File: src/hdl/sjfs_pkg.sv
// Shared types, constants and codes for the shortest-job-first scheduler.
package sjfs_pkg;

    localparam int MAX_PROCS = 16;
    localparam int IDX_W     = (MAX_PROCS > 1) ? $clog2(MAX_PROCS) : 1;
    localparam int CNT_W     = $clog2(MAX_PROCS + 1);
    localparam int DATA_W    = 16;
    localparam int TIME_W    = 21;
    localparam int OUT_IDX_W = 4;

    typedef logic [DATA_W-1:0]    data_t;
    typedef logic [TIME_W-1:0]    time_t;
    typedef logic [IDX_W-1:0]     idx_t;
    typedef logic [CNT_W-1:0]     cnt_t;
    typedef logic [OUT_IDX_W-1:0] out_idx_t;

    typedef struct packed {
        data_t arrival;
        data_t burst;
    } entry_t;

    // Write port of the process store.
    typedef struct packed {
        logic   we;
        idx_t   addr;
        entry_t data;
    } mem_wr_t;

    typedef enum logic {
        ALU_ADD,
        ALU_SUB
    } alu_op_t;

    typedef enum logic [2:0] {
        ST_LOAD,
        ST_SCAN,
        ST_DRAIN,
        ST_DECIDE,
        ST_CT,
        ST_TAT,
        ST_WT
    } state_t;

endpackage

File: src/hdl/sjfs_if.sv
// Valid/ready channel interfaces for process beats and result beats.
interface sjfs_job_if
    import sjfs_pkg::*;
();
    logic  valid;
    logic  ready;
    data_t arrival_time;
    data_t burst_time;
    logic  is_last;

    modport source (output valid, output arrival_time, output burst_time, output is_last,
                    input ready);
    modport sink   (input valid, input arrival_time, input burst_time, input is_last,
                    output ready);
endinterface

interface sjfs_result_if
    import sjfs_pkg::*;
();
    logic     valid;
    logic     ready;
    out_idx_t served_index;
    data_t    served_arrival;
    data_t    served_burst;
    time_t    completion_time;
    time_t    turnaround_time;
    time_t    waiting_time;
    logic     final_entry;

    modport source (output valid, output served_index, output served_arrival,
                    output served_burst, output completion_time, output turnaround_time,
                    output waiting_time, output final_entry, input ready);
    modport sink   (input valid, input served_index, input served_arrival,
                    input served_burst, input completion_time, input turnaround_time,
                    input waiting_time, input final_entry, output ready);
endinterface

File: src/hdl/sjfs_mem.sv
// Process store: one write port, one registered read port.
module sjfs_mem
    import sjfs_pkg::*;
(
    input  logic    clk,
    input  mem_wr_t wr,
    input  idx_t    rd_addr,
    output entry_t  rd_data
);

    entry_t mem [MAX_PROCS];
    entry_t rd_data_reg;

    always_ff @(posedge clk)
    begin
        if (wr.we)
        begin
            mem[wr.addr] <= wr.data;
        end
        rd_data_reg <= mem[rd_addr];
    end

    assign rd_data = rd_data_reg;

endmodule

File: src/hdl/sjfs_alu.sv
// Shared add/subtract unit used for completion, turnaround and waiting times.
module sjfs_alu
    import sjfs_pkg::*;
(
    input  alu_op_t op,
    input  time_t   a,
    input  time_t   b,
    output time_t   y
);

    always_comb
    begin
        unique case (op)
            ALU_ADD: y = a + b;
            ALU_SUB: y = a - b;
            default: y = a + b;
        endcase
    end

endmodule

File: src/hdl/sjfs_top.sv
// Top level of the non-preemptive shortest-job-first scheduler.
//
// Processes are loaded one beat per cycle on job (arrival and burst, 16 bits
// each, up to MAX_PROCS = 16 of them; extra beats are dropped but is_last
// still counts). The beat with is_last set is stored and then starts a run:
// from time zero the block repeatedly serves, among pending processes that
// have arrived, the one with the shortest burst (lowest load index on a
// tie); when none has arrived, time jumps to the earliest pending arrival.
// One result beat per process comes out in service order, the last flagged
// by final_entry. job.ready is low for the whole run. Each served process
// costs a scan of the n stored entries through the single read port of the
// store, a drain and a decide state, then three passes through the shared
// add/subtract unit; a time jump forces a second scan. The next scan starts
// while a result still sits in the output register; the block waits only
// if that register is still full when the following result is ready. Store
// contents need no clearing.
module sjfs_top
    import sjfs_pkg::*;
(
    input  logic          clk,
    input  logic          rst_n,
    sjfs_job_if.sink      job,
    sjfs_result_if.source result
);

    state_t state_reg, state_next;

    cnt_t  loaded_reg, scan_reg, served_reg;
    logic [MAX_PROCS-1:0] done_reg;
    time_t time_reg, ct_reg, tat_reg;

    // scan results
    logic  eval_vld_reg;
    idx_t  eval_idx_reg;
    logic  found_reg;
    idx_t  best_idx_reg;
    data_t best_arr_reg, best_bur_reg, early_reg;

    // output register
    logic     out_vld_reg;
    out_idx_t out_idx_reg;
    data_t    out_arr_reg, out_bur_reg;
    time_t    out_ct_reg, out_tat_reg, out_wt_reg;
    logic     out_last_reg;

    mem_wr_t mem_wr;
    idx_t    rd_addr;
    entry_t  rd_entry;
    alu_op_t alu_op;
    time_t   alu_a, alu_b, alu_y;

    logic job_acc, full, last_scan, run_done, out_free, scan_start, commit;
    logic eval_pend, eval_arrived, eval_take;

    sjfs_mem u_mem (
        .clk     (clk),
        .wr      (mem_wr),
        .rd_addr (rd_addr),
        .rd_data (rd_entry)
    );

    sjfs_alu u_alu (
        .op (alu_op),
        .a  (alu_a),
        .b  (alu_b),
        .y  (alu_y)
    );

    assign job_acc   = job.valid && job.ready;
    assign full      = (loaded_reg == CNT_W'(MAX_PROCS));
    assign last_scan = (scan_reg == loaded_reg - cnt_t'(1));
    assign run_done  = ((served_reg + cnt_t'(1)) == loaded_reg);
    assign out_free  = !out_vld_reg || result.ready;
    assign commit    = (state_reg == ST_WT) && out_free;

    // candidate test on the entry coming back from the store
    assign eval_pend    = !done_reg[eval_idx_reg];
    assign eval_arrived = (TIME_W'(rd_entry.arrival) <= time_reg);
    assign eval_take    = eval_pend && eval_arrived &&
                          (!found_reg || (rd_entry.burst < best_bur_reg));

    // next state
    always_comb
    begin
        state_next = state_reg;
        unique case (state_reg)
            ST_LOAD:
            begin
                if (job_acc && job.is_last)
                begin
                    state_next = ST_SCAN;
                end
            end
            ST_SCAN:
            begin
                if (last_scan)
                begin
                    state_next = ST_DRAIN;
                end
            end
            ST_DRAIN:  state_next = ST_DECIDE;
            ST_DECIDE: state_next = found_reg ? ST_CT : ST_SCAN;
            ST_CT:     state_next = ST_TAT;
            ST_TAT:    state_next = ST_WT;
            ST_WT:
            begin
                if (out_free)
                begin
                    state_next = run_done ? ST_LOAD : ST_SCAN;
                end
            end
            default:   state_next = ST_LOAD;
        endcase
    end

    // outputs of the sequencer
    always_comb
    begin
        job.ready          = rst_n && (state_reg == ST_LOAD);
        mem_wr.we          = job_acc && !full;
        mem_wr.addr        = loaded_reg[IDX_W-1:0];
        mem_wr.data        = '{arrival: job.arrival_time, burst: job.burst_time};
        rd_addr            = scan_reg[IDX_W-1:0];
        alu_op             = ALU_ADD;
        alu_a              = time_reg;
        alu_b              = TIME_W'(best_bur_reg);
        scan_start         = 1'b0;
        unique case (state_reg)
            ST_LOAD:   scan_start = job_acc && job.is_last;
            ST_DECIDE: scan_start = !found_reg;
            ST_CT:
            begin
                alu_op = ALU_ADD;
                alu_a  = time_reg;
                alu_b  = TIME_W'(best_bur_reg);
            end
            ST_TAT:
            begin
                alu_op = ALU_SUB;
                alu_a  = ct_reg;
                alu_b  = TIME_W'(best_arr_reg);
            end
            ST_WT:
            begin
                alu_op     = ALU_SUB;
                alu_a      = tat_reg;
                alu_b      = TIME_W'(best_bur_reg);
                scan_start = out_free && !run_done;
            end
            default: ;
        endcase
    end

    always_ff @(posedge clk or negedge rst_n)
    begin
        if (!rst_n)
        begin
            state_reg    <= ST_LOAD;
            loaded_reg   <= '0;
            scan_reg     <= '0;
            served_reg   <= '0;
            done_reg     <= '0;
            time_reg     <= '0;
            eval_vld_reg <= 1'b0;
            found_reg    <= 1'b0;
            out_vld_reg  <= 1'b0;
        end
        else
        begin
            state_reg    <= state_next;
            eval_vld_reg <= (state_reg == ST_SCAN);

            if (scan_start)
            begin
                scan_reg <= '0;
            end
            else if (state_reg == ST_SCAN)
            begin
                scan_reg <= scan_reg + cnt_t'(1);
            end

            if (scan_start)
            begin
                found_reg <= 1'b0;
            end
            else if (eval_vld_reg && eval_take)
            begin
                found_reg <= 1'b1;
            end

            if (state_reg == ST_DECIDE && !found_reg)
            begin
                time_reg <= TIME_W'(early_reg);   // nothing arrived: jump ahead
            end
            else if (state_reg == ST_CT)
            begin
                time_reg <= alu_y;
            end
            else if (commit && run_done)
            begin
                time_reg <= '0;
            end

            if (state_reg == ST_LOAD && job_acc && !full)
            begin
                loaded_reg <= loaded_reg + cnt_t'(1);
            end
            else if (commit && run_done)
            begin
                loaded_reg <= '0;
            end

            if (commit)
            begin
                if (run_done)
                begin
                    done_reg   <= '0;
                    served_reg <= '0;
                end
                else
                begin
                    done_reg[best_idx_reg] <= 1'b1;
                    served_reg             <= served_reg + cnt_t'(1);
                end
            end

            if (commit)
            begin
                out_vld_reg <= 1'b1;
            end
            else if (result.ready)
            begin
                out_vld_reg <= 1'b0;
            end
        end
    end

    // payload registers
    always_ff @(posedge clk)
    begin
        eval_idx_reg <= scan_reg[IDX_W-1:0];

        if (scan_start)
        begin
            early_reg <= '1;
        end
        else if (eval_vld_reg && eval_pend && (rd_entry.arrival < early_reg))
        begin
            early_reg <= rd_entry.arrival;
        end

        if (!scan_start && eval_vld_reg && eval_take)
        begin
            best_idx_reg <= eval_idx_reg;
            best_arr_reg <= rd_entry.arrival;
            best_bur_reg <= rd_entry.burst;
        end

        if (state_reg == ST_CT)
        begin
            ct_reg <= alu_y;
        end
        if (state_reg == ST_TAT)
        begin
            tat_reg <= alu_y;
        end

        if (commit)
        begin
            out_idx_reg  <= OUT_IDX_W'(best_idx_reg);
            out_arr_reg  <= best_arr_reg;
            out_bur_reg  <= best_bur_reg;
            out_ct_reg   <= ct_reg;
            out_tat_reg  <= tat_reg;
            out_wt_reg   <= alu_y;
            out_last_reg <= run_done;
        end
    end

    assign result.valid           = out_vld_reg;
    assign result.served_index    = out_idx_reg;
    assign result.served_arrival  = out_arr_reg;
    assign result.served_burst    = out_bur_reg;
    assign result.completion_time = out_ct_reg;
    assign result.turnaround_time = out_tat_reg;
    assign result.waiting_time    = out_wt_reg;
    assign result.final_entry     = out_last_reg;

endmodule

File: src/hdl/sjf_nonpreemptive_scheduler_top.sv
// Block-level wrapper of the shortest-job-first scheduler.
//
// Load processes on job, one beat each, with is_last on the final one; the
// schedule then runs and returns one result beat per process on result, in
// service order, with final_entry on the last. job.ready drops during a run.
// The time to serve each process is set by the scan of the n processes
// loaded, through the single read port of the process store; a time jump
// to the next arrival adds another scan.
module sjf_nonpreemptive_scheduler_top
    import sjfs_pkg::*;
(
    input  logic          clk,
    input  logic          rst_n,
    sjfs_job_if.sink      job,
    sjfs_result_if.source result
);

    sjfs_top u_core (
        .clk    (clk),
        .rst_n  (rst_n),
        .job    (job),
        .result (result)
    );

endmodule

File: src/flat_wrapper.sv
// flat-port wrapper written by rule: the top's interface ports become plain ports
module sjf_nonpreemptive_scheduler_top_flat import sjfs_pkg::*;
  (clk, rst_n, job_valid, job_arrival_time, job_burst_time, job_is_last, job_ready, result_valid, result_served_index, result_served_arrival, result_served_burst, result_completion_time, result_turnaround_time, result_waiting_time, result_final_entry, result_ready);
  sjfs_job_if job_i ();
  sjfs_result_if result_i ();
  input  logic clk;
  input  logic rst_n;
  input wire logic [$bits(job_i.valid)-1:0] job_valid;
  input wire logic [$bits(job_i.arrival_time)-1:0] job_arrival_time;
  input wire logic [$bits(job_i.burst_time)-1:0] job_burst_time;
  input wire logic [$bits(job_i.is_last)-1:0] job_is_last;
  output wire logic [$bits(job_i.ready)-1:0] job_ready;
  output wire logic [$bits(result_i.valid)-1:0] result_valid;
  output wire logic [$bits(result_i.served_index)-1:0] result_served_index;
  output wire logic [$bits(result_i.served_arrival)-1:0] result_served_arrival;
  output wire logic [$bits(result_i.served_burst)-1:0] result_served_burst;
  output wire logic [$bits(result_i.completion_time)-1:0] result_completion_time;
  output wire logic [$bits(result_i.turnaround_time)-1:0] result_turnaround_time;
  output wire logic [$bits(result_i.waiting_time)-1:0] result_waiting_time;
  output wire logic [$bits(result_i.final_entry)-1:0] result_final_entry;
  input wire logic [$bits(result_i.ready)-1:0] result_ready;
  assign job_i.valid = job_valid;
  assign job_i.arrival_time = job_arrival_time;
  assign job_i.burst_time = job_burst_time;
  assign job_i.is_last = job_is_last;
  assign job_ready = job_i.ready;
  assign result_valid = result_i.valid;
  assign result_served_index = result_i.served_index;
  assign result_served_arrival = result_i.served_arrival;
  assign result_served_burst = result_i.served_burst;
  assign result_completion_time = result_i.completion_time;
  assign result_turnaround_time = result_i.turnaround_time;
  assign result_waiting_time = result_i.waiting_time;
  assign result_final_entry = result_i.final_entry;
  assign result_i.ready = result_ready;
  sjf_nonpreemptive_scheduler_top u_core (.clk(clk), .rst_n(rst_n), .job(job_i), .result(result_i));
endmodule
File: config.mk
export PLATFORM = sky130hd
export DESIGN_NAME = sjf_nonpreemptive_scheduler_top_flat
export DESIGN_NICKNAME = d
export VERILOG_FILES = /design/src/hdl/sjfs_pkg.sv /design/src/hdl/sjfs_if.sv /design/src/hdl/sjfs_mem.sv /design/src/hdl/sjfs_alu.sv /design/src/hdl/sjfs_top.sv /design/src/hdl/sjf_nonpreemptive_scheduler_top.sv /design/src/flat_wrapper.sv
export SDC_FILE = /design/constraint.sdc
export NUM_CORES = 1
export LEC_CHECK = 0
export ABC_AREA = 1
export BUFFER_PORTS_ARGS = -buffer_cell sky130_fd_sc_hd__buf_2
export CAP_MARGIN = 15
export CORE_ASPECT_RATIO = 0.8
export CORE_MARGIN = 2
export CORE_UTILIZATION = 30
export DETAILED_ROUTE_END_ITERATION = 6
export PLACE_DENSITY_LB_ADDON = 0.08
export SKIP_LAST_GASP = 1
export SLEW_MARGIN = 10
export SYNTH_ARGS = -nofsm -noshare
export SYNTH_HDL_FRONTEND = slang
export SYNTH_HIERARCHICAL = 1
export SYNTH_SLANG_ARGS = --single-unit
File: constraint.sdc
create_clock -name clk -period 10.3 [get_ports clk]
set_input_delay 1.545 -clock clk [delete_from_list [all_inputs] [get_ports clk]]
set_output_delay 1.545 -clock clk [all_outputs]
set_load 0.02 [all_outputs]
* Yosys cells after proc, flatten, opt, wreduce, memory -nomap -nowiden
Memory sizes are Yosys's and may differ from the RTL's. A register that Yosys moved wholly into a read port is not among the register bits. Cells that the tools add are included.
Word-level totals: input bits 37, bits in latches 0, memories kept 1, RAM bits 512, ROM bits 0, flip-flop bits (word level) 256, logic and storage cells 114
Memory list:
- u_core.u_core.u_mem.mem | words 16, width 32, rd ports 1, clocked after memory_dff 1, write ports 1, line sjfs_mem.sv:11 | entry_t mem [MAX_PROCS];
Operators by class: multipliers 0, reduce and logical (&&, ||, !) cells 34, muxes and demuxes 30, equality and inequality tests 12, bitwise logic cells 2, shifts and indexed selects 0, $add $sub $neg 6, divide/modulo/power cells 0, $lt $le $gt $ge 6
Operators by type and width (count):
- $pmux 21 s2 | 2
- $mux 21 | 3
- $lt 16x16->1 | 2
- $mux 16 | 2
- $mux 5 | 5
- $add 21x16->21 | 1
- $le 16x21->1 | 1
- $pmux 3 s7 | 1
- $sub 21x16->21 | 1
- $logic_and 1x1->1 | 18
- $or 16x16->16 | 1
- $add 5x1->5 const B | 3
- $mux 3 | 4
- $eq 5x5->1 | 2
- $lt 4x5->1 const B | 2
- $mux 1 | 10
- $eq 3x3->1 const B | 3
- $reduce_bool 2->1 | 4
- $eq 3x2->1 const B | 2
- $logic_not 1->1 | 6
- $ne 2x2->1 const B | 3
- $eq 5x5->1 const B | 1
- $sub 5x1->5 const B | 1
- $bmux 1 s4 | 1
- other kinds (10) | 11

* Logic depth before layout (Yosys ltp)
Gate-level depths: netlist of the first run.
depth after elaboration 8, mapped depth 28, depth with buffers taken out 27

* Hierarchy
Netlist of the first run, hierarchy kept.
By module, submodules not included:
- sjfs_mem | seq. area each 16015.4 µm², times used 1, area each 22730.6 µm², cells each 2120
- sjfs_top | seq. area each 7196.9 µm², times used 1, area each 10925.5 µm², cells each 969
- sjfs_alu | seq. area each 0.0 µm², times used 1, area each 1878.1 µm², cells each 368

* Least setup slack after synthesis of the first run
Ideal clock, no wire load.
kind input -> register, from in result_ready, to reg u_core.u_core.best_arr_reg[0], enable pin, data required time 9885 ps, stages on the path 5, arrival 4155 ps, slack 5730 ps, cells stage by stage nor2_1 > nor2_4 > nand2_1 > nand3_1 > nor2_1
Between the ends: longest elaborated chain between the ends 6
RTL lines:
- start, declared | line flat_wrapper.sv:21 | input wire logic [$bits(result_i.ready)-1:0] result_ready;
- $logic_or 1x1->1 | line sjfs_top.sv:73 | assign out_free = !out_vld_reg || result.ready;
- $logic_and 1x1->1 | line sjfs_top.sv:148 | scan_start = out_free && !run_done;
- $pmux 1 s3 | line sjfs_top.sv:128 | unique case (state_reg)
- $logic_not 1->1 | line sjfs_top.sv:252 | if (!scan_start && eval_vld_reg && eval_take)
- $logic_and 1x1->1 (2 in series) | line sjfs_top.sv:252
- end signal, assigned | line sjfs_top.sv:255 | best_arr_reg <= rd_entry.arrival;
- end, declared | line sjfs_top.sv:37 | data_t best_arr_reg, best_bur_reg, early_reg;
Every way passes these cells. A chain may end at the register's enable or synchronous reset.

* Final worst setup path of the first run
from reg u_core.u_core.state_reg[0], to reg u_core.u_core.time_reg[12]
Between the ends: elaborated cells between the ends (all ways) 18, those cells by class 2 x add/sub; 4 x eq/ne; 6 x mux; 1 x bitwise; 5 x reduce/logical
RTL lines:
- start, declared | line sjfs_top.sv:26 | state_t state_reg, state_next;
- start signal, assigned | line sjfs_top.sv:170 | state_reg <= state_next;
- $eq 3x3->1 * | line sjfs_top.sv:128
- $mux 16 * | line sjfs_top.sv:128
- net u_core.u_core.alu_b[0] | line sjfs_top.sv:50 | time_t alu_a, alu_b, alu_y;
- $sub 21x16->21 / $add 21x16->21 (equally long branches)
- $pmux 21 s2 * | line sjfs_alu.sv:13 | unique case (op)
- net u_core.u_core.alu_y[12] | line sjfs_top.sv:50
- $mux 21 * | line sjfs_top.sv:195 | else if (state_reg == ST_CT)
- $mux 21 * | line sjfs_top.sv:191 | if (state_reg == ST_DECIDE && !found_reg)
- end signal, assigned | line sjfs_top.sv:193 | time_reg <= TIME_W'(early_reg);
- end signal, assigned | line sjfs_top.sv:197 | time_reg <= alu_y;
- end, declared | line sjfs_top.sv:30 | time_t time_reg, ct_reg, tat_reg;
The timed path passes the listed nets; every way through them passes the cells marked *.

==> results of run 1 <==
synth_stat cells, drive strengths merged:
cell    number
a22oi       16
o21bai       3
dfrtp       58
inv        588
edfxtp     690
nand3b       4
clkbuf      27
dfxtp       52
nand3      486
o21ai       93
nand4        9
buf        106
o22ai        1
xnor2       11
ha          71
o31ai        1
o21a         2
nor3        11
nand2     1004
fa           1
and2         3
nor2       107
a21oi       46
or2          4
nor4         9
clkinv       1
conb         1
a21o         2
o211ai      22
xor2        26
a31oi        2
power by group through the flow:
stage          sequential, mW  clock (mW)  combinational (mW)
2_1_floorplan            4.42           0                3.12
3_3_place_gp             4.63           0                4.75
3_5_place_dp             4.63           0                4.74
4_1_cts                  4.56        3.43                4.76
5_1_grt                  4.60        3.55                5.31
6_report                 4.55        3.33                4.74
routing by layer:
layer / wire length [um] / GRT usage [%] / part of all wire [%] / vias to the layer above
met1: 55700 / 27.6 / 51 / 11414
met4: 2230 / 4.12 / 2.1 / 4
met2: 44500 / 25.3 / 41 / 510
met5: 28 / 0 / 0.026 / -
li1: - / - / - / 11618
met3: 5940 / 3.50 / 5.5 / 134
critical path, delay by kind of cell, from the launching register on:
family,cells,cell delay [ps]
and+or+nand+nor,7,930
DFF,1,400
xor gates and xnor gates,2,480
adders and majority gates,2,500
buffers and inverters,6,1290
AOI/OAI and AO/OA,6,1360
how the worst max path moves through the flow:
stage	startpoint	endpoint	slack (ps)
finish	u_core/u_core/state_reg[0]$_DFFE_PN0P_	u_core/u_core/time_reg[12]$_DFFE_PN0P_	5160
CTS	u_core/u_core/state_reg[0]$_DFFE_PN0P_	u_core/u_core/time_reg[12]$_DFFE_PN0P_	5240
detailed placement	u_core/u_core/state_reg[0]$_DFFE_PN0P_	u_core/u_core/time_reg[12]$_DFFE_PN0P_	5280
global route	u_core/u_core/state_reg[0]$_DFFE_PN0P_	u_core/u_core/time_reg[12]$_DFFE_PN0P_	4690
floorplan	result_ready	u_core/u_core/best_arr_reg[0]$_DFFE_PP_	5730
global placement	u_core/u_core/state_reg[0]$_DFFE_PN0P_	u_core/u_core/time_reg[12]$_DFFE_PN0P_	5310
cell families (layout without fill, tap and decap cells):
group,count (synthesis),count (layout)
XOR/XNOR,37,37
AND/OR/NAND/NOR,1637,1637
buffers and inverters,722,932
flip-flops,800,800
other,1,14
AO/OA/AOI/OAI,188,188
adder cells (fa/ha/maj),72,72
through the flow:
stage | instance area [um2] | util (%) | hold slack (ps) | setup slack, ps
finish | 40900 | 34.9 | 432 | 5160
global route | 40800 | 34.9 | 447 | 4690
global placement | 37800 | 32.3 | 424 | 5310
detailed placement | 37800 | 32.3 | 424 | 5280
CTS | 40800 | 34.9 | 435 | 5240
floorplan | 35600 | - | 403 | 5730
layout make-up:
class	count	share of cell area [%]
well taps	1539	4.71
clock buffers	117	5.96
clock inverters	49	1.46
flip-flops and latches	800	56.9
multi-input cells	1947	23.1
diodes	1	0.00613
repair buffers	177	2.50
inverters	589	5.44
==> run summary, run 1 <==
status: finished clean
vias in the first global route: 22561
first-pass GRT wire length: 160000 um
hpwl dp: 68800 um
Final Routed Wirelength: 108000 um
Max Clock Skew: 28.3 ps
Worst Tran Pin Value: 1180 ps
register area share after synthesis: 65.3%
WHS Path Cells: 0
DRC Markers: 0
R2R Setup Slk: 5160 ps
xor/xnor share of the synthesized area: 0.912%
total power: 12.6 mW
total area of sequential cells: 23200 um2
Area Growth Syn to Fin: 15.0%
Comb pwr share: 37.5%
largest buffer count on any clock path: 3
Worst-path clk slew: 60 ps
Die Area: 121000 um2
DR vias/cell: 4.54
clock sink count: 800
GR Util All Layers: 17.8%
critical-path cell list: inv_1 > nor2_1 > inv_1 > nor2_4 > buf_4 > buf_4 > o21ai_0 > inv_1 > ha_1 > nand3_1 > nor2_2 > nor2_1 > a21oi_2 > xor2_1 > ha_1 > nand2_1 > inv_1 > a21oi_1 > nand2_1 > a21oi_1 > xnor2_1 > a22oi_1 > o21ai_0
period utilisation layout: 49.9%
I/O pin cnt: 139
max reg flops: 512
CP max stage delay: 530 ps
WL per Instance: 20.8 um
placed instance count: 5052
footprint of the multi-input gates: 9420 um2
fin. max-slew vios: 0
Critical R2R Launch: u_core/u_core/state_reg[0]$_DFFE_PN0P_
initial antenna violation count: 9
Congestion Overflow GR: 0
H-tree depth: 3
CTS resizes: 0
Die Y: 312 um
Final Hold Violating Endpoints: 0
PwrDens: 309 nW/um2
Setup violations, final: 0
sw power: 5.22 mW
area share of fa/ha/maj cells after synthesis: 2.56%
layout cells sized above 1: 10.3%
hold crit path type: register to register
Clk network pwr share: 26.4%
vias post-DR: 23680
root buf cell: clkbuf_16
HP Start: u_core/u_core/u_mem/rd_data[0]$_DFF_P_
postcts setup bufs: 0
Crit-path slowest cell: buf_4
WS Path Type: register to register
CP Launch Type: register
CTS tree: done
Static Leakage: 17.2 nW
Final TNS setup: 0 ps
most common cell after layout, fill and taps aside: nand2_1
most frequent cells in the layout: nand2_1 (999), edfxtp_1 (690), inv_1 (572), nand3_1 (483), buf_2 (138)
Initial Utilization: 30.4%
Synth Area in Simple Gates: 19.5%
crit end category: register
Worst slew margin: 21.4%
largest family of logic cells by synthesized area: simple AND/OR/NAND/NOR gates
WP data required: 10810 ps
fillers: 11822
post-synth top area share: 58.3%
post-synthesis cell count: 3457
cts bufs inserted: 89
Compound-Gate Fraction of Synth Area: 3.05%
clk_lat worst skew: 680 ps
average cell area after synthesis: 10.3 um2
Synth Warn #: 6
synthesized area: 35500 um2
Final ANT Viol Nets: 0
largest net degree at the start of global routing: 131
fmax: 194 MHz
hold worst-path end: u_core/u_core/best_bur_reg[0]$_DFFE_PP_
DR pass1 iterations: 5
Hold Buf Count CTS: 0
Max-Cap Viols: 0
Max VDD drop: 184 uV
post-layout min period: 5140 ps
Worst Path Arrival: 5650 ps
most used cell along the critical path: inv_1
mux contribution to synthesized area: 0%
Final nets: 3713
fin cells: 5219
Starting DRT DRC Count: 1704
port bufs: 138
Yosys reg bits: 800
Cell Int Power: 7.40 mW
sequential share of power: 36.1%
FF-to-FF End: u_core/u_core/time_reg[12]$_DFFE_PN0P_
# rows: 112
RSZ-0062 raised after global routing: no
largest area contributor in the netlist: edfxtp_1
routability congestion estimate from global placement: 0.872
Core Region: 117000 um2
Sw Ratio: 41.3%
chip width: 389 um
R2R cell count: 23
Worst Path Max Fanout: 48
top cells by area, synth: edfxtp_1 (58%), nand2_1 (11%), nand3_1 (6.8%)
Distinct cells, synth: 48
Note: power is estimated with default switching activity, not from simulation.
==> run 2, diff against run 1 <==
Clock period 10.3 ns to 4.8 ns, I/O delays scaled along.
==> run 2 against run 1 <==
  * Count of clock-buffer cells in the layout increased by 5
  * Cell area decreased by 0.15%
  * Non-clock buffer count increased by 13
  * Sequential power increased by 120%
  * Clock skew decreased by 6.2 ps
  * Sequential share of layout area increased by 0.087 points
  * Routed wire length about the same
  * Setup slack got worse by 4600 ps
  * Total power increased by 110%
  * Clock power increased by 99%
  * Combinational power increased by 110%
  * Worst hold slack got worse by 89 ps
==> run summary, run 2 (synthesis gave the netlist of run 1 again) <==
status: finished clean
sequential share of power: 37.3% (+1.2 points)
DRC Markers: 0 (unchanged)
Worst-path clk slew: 60 ps (about the same)
Core Region: 117000 um2 (unchanged)
clk_lat worst skew: 680 ps (about the same)
sw power: 10.9 mW (+110%)
Hold Buf Count CTS: 0 (unchanged)
Final nets: 3724 (+0.30%)
first-pass GRT wire length: 159000 um (about the same)
layout cells sized above 1: 10.1% (-0.13 points)
Worst Path Max Fanout: 17 (-65%)
Comb pwr share: 37.7% (+0.2 points)
critical-path cell list: inv_1 > nor2_1 > inv_1 > nor2_4 > buf_4 > o21ai_0 > nor2_1 > nand3_1 > nor2_2 > a21oi_1 > xnor2_1 > ha_1 > nand2_1 > nor2_1 > nand3_1 > nand3_1 > xor2_1 > a22oi_1 > o21ai_0
Sw Ratio: 41.4% (about the same)
Post-Route Utilization: 34.9% (-0.053 points)
WL per Instance: 20.8 um (-0.11%)
total power: 26.4 mW (+110%)
port bufs: 138 (unchanged)
Cell Int Power: 15.5 mW (+110%)
RSZ-0062 raised after global routing: no
clock sink count: 800 (unchanged)
Setup violations, final: 0 (unchanged)
CP max stage delay: 600 ps (+70 ps)
largest net degree at the start of global routing: 152 (+16%)
Max VDD drop: 529 uV (+190%)
Max-Cap Viols: 0 (unchanged)
WS Path Type: register to register
Worst Tran Pin Value: 974 ps (-204 ps)
# rows: 112 (unchanged)
max reg flops: 512 (unchanged)
DR pass1 iterations: 5 (unchanged)
period utilisation layout: 88.6% (+39 points)
fillers: 11853 (+0.26%)
Max Clock Skew: 22.1 ps (-6.16 ps)
H-tree depth: 3 (unchanged)
root buf cell: clkbuf_16
hold crit path type: input pin to asynchronous set/reset pin
vias in the first global route: 22357 (-0.90%)
Die Area: 121000 um2 (unchanged)
Fin Hold WS: 343 ps (-88.7 ps)
fmax: 235 MHz (+21%)
Final ANT Viol Nets: 0 (unchanged)
fin cells: 5227 (+0.15%)
chip width: 389 um (unchanged)
fin. max-slew vios: 0 (unchanged)
Die Y: 312 um (unchanged)
Worst Path Arrival: 4860 ps (-790 ps)
most frequent cells in the layout: nand2_1 (999), edfxtp_1 (690), inv_1 (572), nand3_1 (483), buf_2 (138)
Initial Utilization: 30.4% (unchanged)
PwrDens: 648 nW/um2 (+110%)
vias post-DR: 23553 (-0.54%)
Starting DRT DRC Count: 1725 (+1.2%)
CP Launch Type: register
initial antenna violation count: 11 (+2)
Clk network pwr share: 25.1% (-1.3 points)
hpwl dp: 66400 um (-3.4%)
Worst path top cell family by delay: simple AND/OR/NAND/NOR gates
Area Growth Syn to Fin: 14.8%
Final Routed Wirelength: 108000 um (about the same)
Final TNS setup: 0 ps (unchanged)
largest buffer count on any clock path: 3 (unchanged)
buffers and inverters on the worst path: 3 (-3)
Congestion Overflow GR: 0 (unchanged)
GR Util All Layers: 17.9% (+0.023 points)
WP data required: 5410 ps (-5400 ps)
postcts setup bufs: 0 (unchanged)
routability congestion estimate from global placement: 0.869 (-0.33%)
post-layout min period: 4250 ps (-891 ps)
cts bufs inserted: 87 (-2.2%)
most common cell after layout, fill and taps aside: nand2_1
placed instance count: 5065 (+0.26%)
Static Leakage: 17.2 nW (-0.27%)
Crit-path slowest cell: xor2_1
crit end category: register
CTS tree: done
DR vias/cell: 4.51 (-0.69%)
Final Hold Violating Endpoints: 0 (unchanged)
Worst slew margin: 35.1% (+14 points)
CTS resizes: 0 (unchanged)
I/O pin cnt: 139 (unchanged)
[run 2: cell types whose count changed in the layout (fill, tap and decap cells not counted), sizes merged]
cell      previous run  this run
buf                177       190
bufinv              12         5
clkbuf             117       122
clkinvlp             4         1
clkinv              32        30
inv                590       592
[run 2: worst register-to-register path, stage by stage (launching register included)]
cell	delay [ps]
dfrtp_1	400
inv_1	70
nor2_1	150
inv_1	90
nor2_4	130
buf_4	220
o21ai_0	190
nor2_1	260
nand3_1	150
nor2_2	310
a21oi_1	140
xnor2_1	160
ha_1	430
nand2_1	130
nor2_1	150
nand3_1	100
nand3_1	220
xor2_1	600
a22oi_1	180
o21ai_0	100
[run 2: worst paths after layout]
path,endpoint,from,slack [ps],depth (start not counted)
hold reg to reg,u_core/u_core/best_bur_reg[11]$_DFFE_PP_,u_core/u_core/u_mem/rd_data[11]$_DFF_P_,440,0
setup reg to reg,u_core/u_core/time_reg[10]$_DFFE_PN0P_,u_core/u_core/state_reg[0]$_DFFE_PN0P_,550,19
hold / removal,u_core/u_core/done_reg[15]$_DFFE_PN0P_,rst_n,340,2
min in group clk,u_core/u_core/result.valid$_DFFE_PN0P_,result_ready,400,4
setup / recovery,u_core/u_core/time_reg[10]$_DFFE_PN0P_,u_core/u_core/state_reg[0]$_DFFE_PN0P_,550,19
max in group asynchronous,u_core/u_core/scan_reg[1]$_DFFE_PN0P_,rst_n,3750,2
[run 2: power groups by stage]
stage                     clock, mW  sequential (mW)  combinational (mW)
after global placement            0             10.0                10.0
after CTS                      6.85             9.87                10.0
after detailed placement          0             10.0                9.98
after global routing           7.11             9.96                11.1
final                          6.62             9.84                9.96
after floorplan                   0             9.49                6.69
[run 2: final cells by class]
cell class              instances  area [um2]  share of cell area [%]
repair buffers                190        1220                    2.99
inverters                     589        2220                    5.45
well taps                    1539        1930                    4.72
flip-flops and latches        800       23200                    56.9
multi-input cells            1947        9420                    23.1
diodes                          1        2.50                 0.00614
clock buffers                 122        2400                    5.88
clock inverters                39         369                   0.905
[run 2: per-stage QoR]
step,setup WS [ps],cell area [um2]
2_1_floorplan,901,35600
3_3_place_gp,633,38000
3_5_place_dp,643,38000
4_1_cts,630,40800
5_1_grt,55.2,40800
6_report,546,40800
[run 2: per-layer routing]
metal / GRT usage [%] / part of all wire (%)
met1: 27.1 / 50
met2: 26.4 / 43
met3: 3.37 / 4.9
met4: 3.65 / 1.9
met5: 0 / 0.055
